===== src/hdl/lcts_pkg.sv =====
// Shared constants, codes and types for the load cell tare and scale block.
`default_nettype none

package lcts_pkg;

    localparam int RAW_W           = 24;
    localparam int SAMPLE_BITS     = 24;
    localparam int SCALE_FRAC_BITS = 24;
    localparam int SCALE_W         = 48;
    localparam int REF_W           = 24;
    localparam int WEIGHT_W        = 32;

    localparam int DELTA_W = SAMPLE_BITS + 1;
    localparam int PROD_W  = DELTA_W + SCALE_W;
    localparam int MQ_W    = PROD_W - SCALE_FRAC_BITS;
    localparam int DIVD_W  = REF_W + SCALE_FRAC_BITS;
    localparam int DQ_W    = (DIVD_W > SCALE_W) ? DIVD_W : SCALE_W;
    localparam int CNT_MAX = (DIVD_W > DELTA_W) ? DIVD_W : DELTA_W;
    localparam int CNT_W   = $clog2(CNT_MAX + 1);

    localparam logic [1:0] ACT_MEASURE = 2'd0;
    localparam logic [1:0] ACT_TARE    = 2'd1;
    localparam logic [1:0] ACT_CALIB   = 2'd2;

    localparam logic [1:0] ST_MEASURED = 2'd0;
    localparam logic [1:0] ST_TARED    = 2'd1;
    localparam logic [1:0] ST_SCALED   = 2'd2;
    localparam logic [1:0] ST_REFUSED  = 2'd3;

    typedef enum logic [1:0] {
        S_IDLE,
        S_PREP,
        S_RUN,
        S_DONE
    } t_state;

    typedef struct packed {
        logic capture;
        logic prep;
        logic step;
        logic commit;
    } t_dp_cmd;

    typedef struct packed {
        logic iter_done;
    } t_dp_stat;

endpackage

`default_nettype wire


===== src/hdl/lcts_dp.sv =====
// Datapath: tare and scale state, shift-add multiplier, restoring divider, result register.
`default_nettype none

module lcts_dp
    import lcts_pkg::*;
(
    input  wire                        i_clk,
    input  wire                        i_rst_n,
    input  t_dp_cmd                    i_cmd,
    output t_dp_stat                   o_stat,
    input  wire  [1:0]                 i_action,
    input  wire  [RAW_W-1:0]           i_raw_sample,
    input  wire  signed [REF_W-1:0]    i_reference_grams,
    output logic signed [WEIGHT_W-1:0] o_weight_grams,
    output logic [1:0]                 o_status,
    output logic                       o_saturated
);

    logic [1:0]                r_act;
    logic signed [SAMPLE_BITS-1:0] r_raw;
    logic signed [REF_W-1:0]   r_ref;
    logic signed [SAMPLE_BITS-1:0] r_tare;
    logic signed [SCALE_W-1:0] r_scale;
    logic                      r_neg;
    logic                      r_dzero;
    logic [DELTA_W-1:0]        r_mplier;
    logic [SCALE_W-1:0]        r_mcand;
    logic [PROD_W-1:0]         r_acc;
    logic [DELTA_W-1:0]        r_divisor;
    logic [DELTA_W-1:0]        r_rem;
    logic [DIVD_W-1:0]         r_quo;
    logic [CNT_W-1:0]          r_cnt;
    logic signed [WEIGHT_W-1:0] r_weight;
    logic [1:0]                r_status;
    logic                      r_sat;

    logic                      w_is_tare;
    logic                      w_is_cal;
    logic signed [DELTA_W-1:0] w_delta;
    logic [DELTA_W-1:0]        w_dmag;
    logic [SCALE_W-1:0]        w_smag;
    logic [REF_W-1:0]          w_rmag;
    logic                      w_dzero;
    logic [DELTA_W:0]          w_rsh;
    logic [DELTA_W:0]          w_rsub;
    logic [MQ_W-1:0]           w_mq;
    logic [MQ_W-1:0]           w_mlim;
    logic                      w_msat;
    logic [MQ_W-1:0]           w_mclamp;
    logic [WEIGHT_W-1:0]       w_weight;
    logic [DQ_W-1:0]           w_dq;
    logic [DQ_W-1:0]           w_dlim;
    logic                      w_dsat;
    logic [DQ_W-1:0]           w_dclamp;
    logic [SCALE_W-1:0]        w_scale_new;

    always_comb begin
        w_is_tare = (r_act == ACT_TARE);
        w_is_cal  = (r_act == ACT_CALIB);
        w_delta   = {r_raw[SAMPLE_BITS-1], r_raw} - {r_tare[SAMPLE_BITS-1], r_tare};
        w_dmag    = w_delta[DELTA_W-1] ? DELTA_W'(-w_delta) : DELTA_W'(w_delta);
        w_smag    = r_scale[SCALE_W-1] ? SCALE_W'(-r_scale) : SCALE_W'(r_scale);
        w_rmag    = r_ref[REF_W-1] ? REF_W'(-r_ref) : REF_W'(r_ref);
        w_dzero   = (w_delta == '0);

        w_rsh  = {r_rem, r_quo[DIVD_W-1]};
        w_rsub = w_rsh - {1'b0, r_divisor};

        w_mq     = r_acc[PROD_W-1:SCALE_FRAC_BITS];
        w_mlim   = MQ_W'({r_neg, {(WEIGHT_W-1){~r_neg}}});
        w_msat   = (w_mq > w_mlim);
        w_mclamp = w_msat ? w_mlim : w_mq;
        w_weight = r_neg ? (~w_mclamp[WEIGHT_W-1:0] + 1'b1) : w_mclamp[WEIGHT_W-1:0];

        w_dq        = DQ_W'(r_quo);
        w_dlim      = DQ_W'({r_neg, {(SCALE_W-1){~r_neg}}});
        w_dsat      = (w_dq > w_dlim);
        w_dclamp    = w_dsat ? w_dlim : w_dq;
        w_scale_new = r_neg ? (~w_dclamp[SCALE_W-1:0] + 1'b1) : w_dclamp[SCALE_W-1:0];
    end

    assign o_stat.iter_done = (r_cnt == '0);

    always_ff @(posedge i_clk) begin
        if (!i_rst_n) begin
            r_tare  <= '0;
            r_scale <= SCALE_W'(1) << SCALE_FRAC_BITS;
            r_cnt   <= '0;
        end else begin
            if (i_cmd.prep) begin
                if (w_is_tare) begin
                    r_cnt <= '0;
                end else if (w_is_cal) begin
                    r_cnt <= w_dzero ? '0 : CNT_W'(DIVD_W);
                end else begin
                    r_cnt <= CNT_W'(DELTA_W);
                end
            end else if (i_cmd.step) begin
                r_cnt <= r_cnt - 1'b1;
            end
            if (i_cmd.commit) begin
                if (w_is_tare) begin
                    r_tare <= r_raw;
                end else if (w_is_cal && !r_dzero) begin
                    r_scale <= w_scale_new;
                end
            end
        end
    end

    always_ff @(posedge i_clk) begin
        if (i_cmd.capture) begin
            r_act <= i_action;
            r_raw <= i_raw_sample[SAMPLE_BITS-1:0];
            r_ref <= i_reference_grams;
        end
        if (i_cmd.prep) begin
            r_mplier  <= w_dmag;
            r_mcand   <= w_smag;
            r_acc     <= '0;
            r_divisor <= w_dmag;
            r_rem     <= '0;
            r_quo     <= {w_rmag, {SCALE_FRAC_BITS{1'b0}}};
            r_dzero   <= w_dzero;
            r_neg     <= w_is_cal ? (r_ref[REF_W-1] != w_delta[DELTA_W-1])
                                  : (w_delta[DELTA_W-1] != r_scale[SCALE_W-1]);
        end else if (i_cmd.step) begin
            if (w_is_cal) begin
                if (!w_rsub[DELTA_W]) begin
                    r_rem <= w_rsub[DELTA_W-1:0];
                    r_quo <= {r_quo[DIVD_W-2:0], 1'b1};
                end else begin
                    r_rem <= w_rsh[DELTA_W-1:0];
                    r_quo <= {r_quo[DIVD_W-2:0], 1'b0};
                end
            end else begin
                r_acc    <= (r_acc << 1) + (r_mplier[DELTA_W-1] ? PROD_W'(r_mcand) : '0);
                r_mplier <= r_mplier << 1;
            end
        end
        if (i_cmd.commit) begin
            if (w_is_tare) begin
                r_weight <= '0;
                r_status <= ST_TARED;
                r_sat    <= 1'b0;
            end else if (w_is_cal) begin
                r_weight <= '0;
                r_status <= r_dzero ? ST_REFUSED : ST_SCALED;
                r_sat    <= !r_dzero && w_dsat;
            end else begin
                r_weight <= w_weight;
                r_status <= ST_MEASURED;
                r_sat    <= w_msat;
            end
        end
    end

    assign o_weight_grams = r_weight;
    assign o_status       = r_status;
    assign o_saturated    = r_sat;

endmodule

`default_nettype wire


===== src/hdl/lcts_ctrl.sv =====
// Controller: request sequencing, iteration control and result valid.
`default_nettype none

module lcts_ctrl
    import lcts_pkg::*;
(
    input  wire      i_clk,
    input  wire      i_rst_n,
    input  wire      i_valid,
    output logic     o_stall,
    output logic     o_valid,
    input  wire      i_stall,
    input  t_dp_stat i_stat,
    output t_dp_cmd  o_cmd
);

    t_state r_state;
    t_state n_state;
    logic   r_out_valid;
    logic   n_out_valid;
    logic   w_slot_free;

    assign w_slot_free = !r_out_valid || !i_stall;

    always_comb begin
        n_state = r_state;
        case (r_state)
            S_IDLE: begin
                if (i_valid) begin
                    n_state = S_PREP;
                end
            end
            S_PREP: n_state = S_RUN;
            S_RUN: begin
                if (i_stat.iter_done) begin
                    n_state = S_DONE;
                end
            end
            S_DONE: begin
                if (w_slot_free) begin
                    n_state = S_IDLE;
                end
            end
            default: n_state = S_IDLE;
        endcase
    end

    always_comb begin
        o_cmd   = '0;
        o_stall = 1'b1;
        case (r_state)
            S_IDLE: begin
                o_stall       = 1'b0;
                o_cmd.capture = i_valid;
            end
            S_PREP: o_cmd.prep = 1'b1;
            S_RUN:  o_cmd.step = !i_stat.iter_done;
            S_DONE: o_cmd.commit = w_slot_free;
            default: o_stall = 1'b1;
        endcase
    end

    always_comb begin
        n_out_valid = r_out_valid;
        if (o_cmd.commit) begin
            n_out_valid = 1'b1;
        end else if (r_out_valid && !i_stall) begin
            n_out_valid = 1'b0;
        end
    end

    always_ff @(posedge i_clk) begin
        if (!i_rst_n) begin
            r_state     <= S_IDLE;
            r_out_valid <= 1'b0;
        end else begin
            r_state     <= n_state;
            r_out_valid <= n_out_valid;
        end
    end

    assign o_valid = r_out_valid;

endmodule

`default_nettype wire


===== src/hdl/load_cell_tare_scale.sv =====
// Load cell tare and span calibration: top level.
// Input channel: i_valid / o_stall with action, raw converter word and reference
// weight. A request is taken while the block is idle, one at a time.
// Output channel: o_valid / i_stall with weight, status and saturation flag;
// exactly one result per request, held in an output register.
// An accepted request passes through the prep, run and done states; the result is
// written in done and o_valid follows from a register. In run, measure uses a
// shift-add multiplier, one delta bit per cycle, calibrate a restoring divider,
// one quotient bit per cycle; tare or a refused calibrate has no iterations.
// The next request is taken the cycle after the result is written.
// While a result waits in the output register a new request is still taken;
// it runs to completion and then holds until the receiver takes the old one.
// Reset (synchronous, active low) clears the tare offset to 0, sets the scale
// to 1.0 and empties the output register.
`default_nettype none

module load_cell_tare_scale
    import lcts_pkg::*;
(
    input  wire                        i_clk,
    input  wire                        i_rst_n,
    input  wire                        i_valid,
    output logic                       o_stall,
    input  wire  [1:0]                 i_action,
    input  wire  [RAW_W-1:0]           i_raw_sample,
    input  wire  signed [REF_W-1:0]    i_reference_grams,
    output logic                       o_valid,
    input  wire                        i_stall,
    output logic signed [WEIGHT_W-1:0] o_weight_grams,
    output logic [1:0]                 o_status,
    output logic                       o_saturated
);

    t_dp_cmd  w_cmd;
    t_dp_stat w_stat;

    lcts_ctrl u_ctrl (
        .i_clk   (i_clk),
        .i_rst_n (i_rst_n),
        .i_valid (i_valid),
        .o_stall (o_stall),
        .o_valid (o_valid),
        .i_stall (i_stall),
        .i_stat  (w_stat),
        .o_cmd   (w_cmd)
    );

    lcts_dp u_dp (
        .i_clk             (i_clk),
        .i_rst_n           (i_rst_n),
        .i_cmd             (w_cmd),
        .o_stat            (w_stat),
        .i_action          (i_action),
        .i_raw_sample      (i_raw_sample),
        .i_reference_grams (i_reference_grams),
        .o_weight_grams    (o_weight_grams),
        .o_status          (o_status),
        .o_saturated       (o_saturated)
    );

`ifndef ASSERT_OFF
    a_accept_prep: assert property (@(posedge i_clk) disable iff (!i_rst_n)
        (i_valid && !o_stall) |=> w_cmd.prep)
        else $error("accepted request not followed by prep");

    a_commit_valid: assert property (@(posedge i_clk) disable iff (!i_rst_n)
        w_cmd.commit |=> o_valid)
        else $error("commit did not raise result valid");

    a_valid_source: assert property (@(posedge i_clk) disable iff (!i_rst_n)
        $rose(o_valid) |-> $past(w_cmd.commit))
        else $error("result valid without commit");

    a_weight_zero: assert property (@(posedge i_clk) disable iff (!i_rst_n)
        (o_valid && o_status != ST_MEASURED) |-> (o_weight_grams == '0))
        else $error("non-measure result carries a weight");
`endif

endmodule

`default_nettype wire


===== config.mk =====
export PLATFORM = sky130hd
export DESIGN_NAME = load_cell_tare_scale
export DESIGN_NICKNAME = d
export VERILOG_FILES = /design/src/hdl/lcts_pkg.sv /design/src/hdl/lcts_dp.sv /design/src/hdl/lcts_ctrl.sv /design/src/hdl/load_cell_tare_scale.sv
export SDC_FILE = /design/constraint.sdc
export NUM_CORES = 1
export LEC_CHECK = 0
export BUFFER_PORTS_ARGS = -buffer_cell sky130_fd_sc_hd__buf_2
export CELL_PAD_IN_SITES_DETAIL_PLACEMENT = 1
export CELL_PAD_IN_SITES_GLOBAL_PLACEMENT = 1
export CORE_MARGIN = 2
export CORE_UTILIZATION = 49
export CTS_CLUSTER_DIAMETER = 100
export DETAILED_ROUTE_END_ITERATION = 10
export PLACE_DENSITY_LB_ADDON = 0.1
export SKIP_CTS_REPAIR_TIMING = 1
export SLEW_MARGIN = 20
export SYNTH_ARGS = -nofsm -noshare
export SYNTH_HDL_FRONTEND = slang
export SYNTH_SLANG_ARGS = --single-unit

===== constraint.sdc =====
create_clock -name i_clk -period 8.7 [get_ports i_clk]
set_input_delay 0.87 -clock i_clk [delete_from_list [all_inputs] [get_ports i_clk]]
set_output_delay 0.87 -clock i_clk [all_outputs]
set_load 0.01 [all_outputs]

Yosys cells after proc, flatten, opt, wreduce, memory -nomap -nowiden
Index checks and enable logic that the tools add are counted.
- add/subtract/negate cells: 9
- multiply operators: 0
- div/mod/pow operators: 0
- magnitude comparators: 2
- equality and inequality tests: 11
- shifts and indexed selects: 0
- mux-type cells: 36
- bitwise operators: 5
- reduce and logical (&&, ||, !) cells: 23
- operators by type and width (operator ; count):
    2-to-1 mux 48 bit ; 6
    2-to-1 mux 25 bit ; 5
    adder 73 x 48 -> 73 bit ; 1
    2-to-1 mux 32 bit ; 2
    greater-than comparator 49 x 32 -> 1 bit ; 1
    adder 48 x 1 -> 48 bit, second input constant ; 1
    greater-than comparator 48 bit ; 1
    negator 48 bit ; 1
    NOT 48 bit ; 1
    2-to-1 mux 47 bit ; 1
    adder 32 x 1 -> 32 bit, second input constant ; 1
    NOT 32 bit ; 1
    2-to-1 mux 6 bit ; 5
    subtractor 26 x 25 -> 26 bit ; 1
    logical NOT 25 bit ; 1
    negator 25 bit ; 1
    subtractor 24 x 24 -> 25 bit ; 1
    2-to-1 mux 24 bit ; 1
    negator 24 bit ; 1
    2-to-1 mux 1 bit ; 12
    AND reduction 2 bit ; 5
    one-hot mux 2 bit (4 select lines) ; 1
    equality test 2 bit, second input constant ; 3
    logical NOT 6 bit ; 1
    14 further kinds ; 31
- register bits after elaboration: 412
- bits in latches: 0
- RAM bits: 0
- ROM bits: 0
- bits of input ports: 54
- output and inout port bits: 37
- logic and storage cells: 108
- memories kept: 0

Depth between registers and ports, before layout
- word-level depth: 6
- mapped depth: 25
- depth with buffers taken out: 20

By module
Synthesis repeated with hierarchy kept, for this count alone.
- cell total of the unflattened synthesis: 3041
- area total of the unflattened synthesis: 26942.1 um^2
- by module, submodules not included (module ; times used ; cells an instance ; area each (um^2) ; seq. area each (um^2)):
    lcts_dp ; 1 ; 3017 ; 26705.6 ; 10279.9
    lcts_ctrl ; 1 ; 24 ; 236.5 ; 60.1

Least setup slack after synthesis
Ideal clock, no wire load.
- path type: register to register
- start point: register u_dp.r_neg
- end point: register u_dp.r_scale[40]
- library setup time: 0.117 ns
- arrival: 6.510 ns
- required time: 8.583 ns
- setup slack: 2.073 ns
- cell stages (with the launch flop): 24
- buffers on the path: 5
- period minus slack after synthesis: 6.627 ns
- cell sequence: edfxtp_1 > clkinv_1 > clkbuf_1 > clkbuf_1 > ha_1 > nand4_1 > nor4_1 > or3_1 > o21ai_0 > a21oi_1 > clkbuf_1 > clkbuf_1 > nand2_1 > o21ai_0 > ha_1 > clkbuf_1 > clkinv_1 > nor4_1 > nand4_1 > o21ai_0 > nand4b_1 > mux2i_1 > o211ai_1 > a22o_1
- word-level cells in the longest chain between the ends: 6
- RTL lines (element ; RTL line ; RTL):
    from (decl) ; lcts_dp.sv:24 ; logic r_neg;
    from (signal assigned) ; lcts_dp.sv:125 ; r_neg <= w_is_cal ? (r_ref[REF_W-1] != w_delta[DELTA_W-1])
    NOT 1 bit ; lcts_dp.sv:76 ; w_dlim = DQ_W'({r_neg, {(SCALE_W-1){~r_neg}}});
    greater-than comparator 48 bit ; lcts_dp.sv:77 ; w_dsat = (w_dq > w_dlim);
    2-to-1 mux 48 bit ; lcts_dp.sv:78 ; w_dclamp = w_dsat ? w_dlim : w_dq;
    NOT 48 bit ; lcts_dp.sv:79 ; w_scale_new = r_neg ? (~w_dclamp[SCALE_W-1:0] + 1'b1) : w_dclamp[SCALE_W-1:0];
    adder 48 x 1 -> 48 bit ; lcts_dp.sv:79 ;
    2-to-1 mux 48 bit * ; lcts_dp.sv:79 ;
    to (signal assigned) ; lcts_dp.sv:87 ; r_scale <= SCALE_W'(1) << SCALE_FRAC_BITS;
    to (signal assigned) ; lcts_dp.sv:105 ; r_scale <= w_scale_new;
    to (decl) ; lcts_dp.sv:23 ; logic signed [SCALE_W-1:0] r_scale;
Every way passes the cells marked *; elsewhere a longest branch is shown, timed or not.
A chain may end at the register's enable or synchronous reset.

Worst setup path in the final report
Same ends and word-level chain as after synthesis.

==> summary.txt <==
Run status - finished, final reports clean
Routed met1 length - 35900 um
Count of final hold-check violations - 0
Layout area overhead - 9.47%
Pin count of the biggest net entering global routing - 150
Share of cells above drive strength 1 - 8.90%
Mapped Cells - 3017
Number of DRC markers in iteration 0 - 1390
Post-Route Setup TNS - 0 ns
DP Area - 0.0277 mm2
Reg clk slew, reported paths - 0.06 ns
Detail Route met3 WL - 2710 um
Final Power - 0.00969 W
Total inserted antenna cells - 0
TritonCTS clock tree - yes
Post-route standard cell area excluding fillers - 0.0293 mm2
Maximum operating frequency - 163 MHz
Post-layout min period - 6.12 ns
Tcrit/Tclk final - 70.3%
Antenna violations before repair - 1
Average size of a mapped cell - 8.88 um2
Cell area after synthesis - 0.0268 mm2
Power density cells - 330 mW/mm2
Crit path capture type - flip-flop
Deepest clock path buffer count - 3
Unrepaired setup endpoints after global routing - no
Path class of the lowest-slack min-delay path - in2reg
Path type of the worst setup path - reg2reg
Top Layer Used - met5
GRT overflow - 0
Flip-flop and latch area - 0.0103 mm2
I/O pin count - 91
Total of fill cells in the finished design - 6245
Arrival time of data at the critical path endpoint - 6.59 ns
Buffer type at the clock tree root - sky130_fd_sc_hd__clkbuf_16
Number of global-route vias before repair - 23200
Standard cell core area - 0.0539 mm2
Number of search-and-repair iterations in the first detailed-routing pass - 5
Setup crit start kind - flip-flop
Worst slew margin relative to its limit - 27.0%
Max VDD drop - 224 uV
Most area-hungry cell type in the Yosys netlist - sky130_fd_sc_hd__edfxtp_1
Synthesis-stage register bit count - 412
Post-synthesis net count - 3265
Sequential cell area fraction in the yosys report - 38.6%
Number of max-slew violations in the final report - 0
Initial standard-cell utilization of the core - 49.7%
Std-Cell Rows - 85
Critical path fanouts, max - 44
Wire length of the first global-routing pass - 124000 um
Slew at the pin closest to its max-slew limit - 1.10 ns
Inserted Clock Buffers - 46
Horizontal die dimension - 238 um
Cells taking the most area after synthesis - sky130_fd_sc_hd__edfxtp_1 23%, sky130_fd_sc_hd__dfxtp_1 15%, sky130_fd_sc_hd__ha_1 8.9%
Share of the synthesized area in the top cell type - 23.4%
Total global-route track usage - 26.7%
Share of async-settable or async-resettable flops after synthesis - 0%
Worst setup skew after layout - 0.0259 ns
Area enclosed by the die boundary - 0.0566 mm2
Required time worst endpoint - 9.18 ns
Leading cell type in the layout, fill and taps excluded - sky130_fd_sc_hd__nand2_1
Vias per inst - 6.12
Routed wire per std cell - 20.3 um
Total Wirelength - 76200 um
Clock network latency to the later pin of the worst-skew pair - 0.60 ns
Post-route ant nets - 0
Most used flip-flop cell after synthesis - sky130_fd_sc_hd__edfxtp_1
Number of distinct library cell variants in the gate-level netlist after synthesis - 85
Count of warnings emitted by yosys - 0
Multi-input gate area in the final layout - 0.0155 mm2
Port buffer count - 90
Post-detailed-route DRC marker count - 0
DP Wirelength - 55000 um
Die H - 238 um
Maximum level of the CTS H-tree - 2
Wire length on met2 - 36000 um
Routability Congestion - 0.895
Tightest hold margin - 0.446 ns
Count of flip-flops with a built-in enable after synthesis - 209
Max Cap Viol - 0
Leakage power of the design - 11.6 nW
Final-report setup violation count - 0
Most frequent cells in the layout - 349 x sky130_fd_sc_hd__nand2_1, 252 x sky130_fd_sc_hd__o21ai_0, 233 x sky130_fd_sc_hd__a21oi_1, 209 x sky130_fd_sc_hd__edfxtp_1, 203 x sky130_fd_sc_hd__dfxtp_1
Total via count after detailed routing - 23000
Net total in the final layout - 3265
Total clock sinks - 412
-- Yosys cell counts (71+ instances only) --
library cell / instances
sky130_fd_sc_hd__xnor2_1: 128
sky130_fd_sc_hd__xor2_1: 71
sky130_fd_sc_hd__nor2_1: 180
sky130_fd_sc_hd__ha_1: 191
sky130_fd_sc_hd__clkbuf_1: 154
sky130_fd_sc_hd__o21ai_0: 253
sky130_fd_sc_hd__edfxtp_1: 209
sky130_fd_sc_hd__inv_1: 103
sky130_fd_sc_hd__nand2_1: 349
sky130_fd_sc_hd__a21oi_1: 236
sky130_fd_sc_hd__a21o_1: 85
sky130_fd_sc_hd__dfxtp_1: 203
-- where the power goes --
part           switching [W]  total [W]  leakage, nW  internal (W)
Sequential          0.000382    0.00304         3.62       0.00266
Clock               0.000828    0.00202        0.761       0.00119
Combinational        0.00297    0.00463         7.21       0.00166
Total                0.00418    0.00969         11.6       0.00550
-- layer usage --
metal  up-vias  GRT usage (%)
met5         -              0
met4         2           7.53
met3       104           2.94
met2       404           44.8
met1     11400           36.5
li1      11100              -
-- sequential cells by signal, indices dropped and copies added (netlist names), 6 cells and up --
register             count
u_dp.r_quo              48
u_dp.r_acc              73
u_dp.r_cnt               6
u_dp.r_mcand            48
u_dp.r_scale            48
u_dp.r_mplier           25
u_dp.o_weight_grams     32
u_dp.r_raw              24
u_dp.r_rem              25
u_dp.r_ref              24
u_dp.r_divisor          25
u_dp.r_tare             24
-- stage by stage --
| step | setup WS (ns) | utilization (%) | cells |
|---|---|---|---|
| floorplan | 2.07 | - | 3017 |
| global placement | 2.79 | 51.5 | 3663 |
| detailed placement | 2.58 | 51.5 | 3663 |
| CTS | 2.57 | 54.3 | 3749 |
| global route | 1.96 | 54.4 | 3751 |
| finish | 2.58 | 54.4 | 3751 |
-- final timing paths --
check                  start               end  slack [ns]  depth (start not counted)
min reg2reg   u_dp.r_acc[21]    u_dp.r_acc[21]        0.46                          2
max               u_dp.r_neg  u_dp.r_scale[40]        2.58                         21
max reg2reg       u_dp.r_neg  u_dp.r_scale[40]        2.58                         21
min          i_raw_sample[5]     u_dp.r_raw[5]        0.45                          1
-- worst max-delay path, cell delays in order (launching register included) --
cell and delay [ns]:
sky130_fd_sc_hd__edfxtp_1 0.40, sky130_fd_sc_hd__clkinv_1 0.57, sky130_fd_sc_hd__buf_4 0.52, sky130_fd_sc_hd__ha_1 0.25
sky130_fd_sc_hd__nor2b_1 0.11, sky130_fd_sc_hd__o21a_1 0.12, sky130_fd_sc_hd__o21ai_0 0.09, sky130_fd_sc_hd__a21oi_1 0.16
sky130_fd_sc_hd__o31a_1 0.14, sky130_fd_sc_hd__o21ai_0 0.14, sky130_fd_sc_hd__a21oi_4 0.49, sky130_fd_sc_hd__nand2_1 0.13
sky130_fd_sc_hd__o21ai_0 0.15, sky130_fd_sc_hd__ha_1 0.64, sky130_fd_sc_hd__clkinv_1 0.49, sky130_fd_sc_hd__nor4_1 0.29
sky130_fd_sc_hd__nand4_1 0.22, sky130_fd_sc_hd__o21ai_0 0.42, sky130_fd_sc_hd__nand4b_1 0.17, sky130_fd_sc_hd__mux2i_1 0.17
sky130_fd_sc_hd__o211ai_1 0.10, sky130_fd_sc_hd__a22o_1 0.22
-- layout make-up --
class | instances | share of cell area [%]
multi-input cells | 2337 | 52.9
flip-flops and latches | 412 | 35.2
clock buffers | 62 | 4.37
well taps | 696 | 2.97
repair buffers | 114 | 2.24
inverters | 106 | 1.36
clock inverters | 24 | 0.921
-- logic make-up after synthesis --
| kind of cell | after synthesis | share of synthesized area [%] |
|---|---|---|
| AO/OA/AOI/OAI | 926 | 22.2 |
| AND/OR/NAND/NOR | 976 | 18.1 |
| multiplexers | 42 | 1.69 |
| flip-flops | 412 | 38.6 |
| adder cells (fa/ha/maj) | 194 | 9.14 |
| buffers and inverters | 268 | 3.79 |
| XOR/XNOR | 199 | 6.50 |
Power figures use the tool's default switching activity.
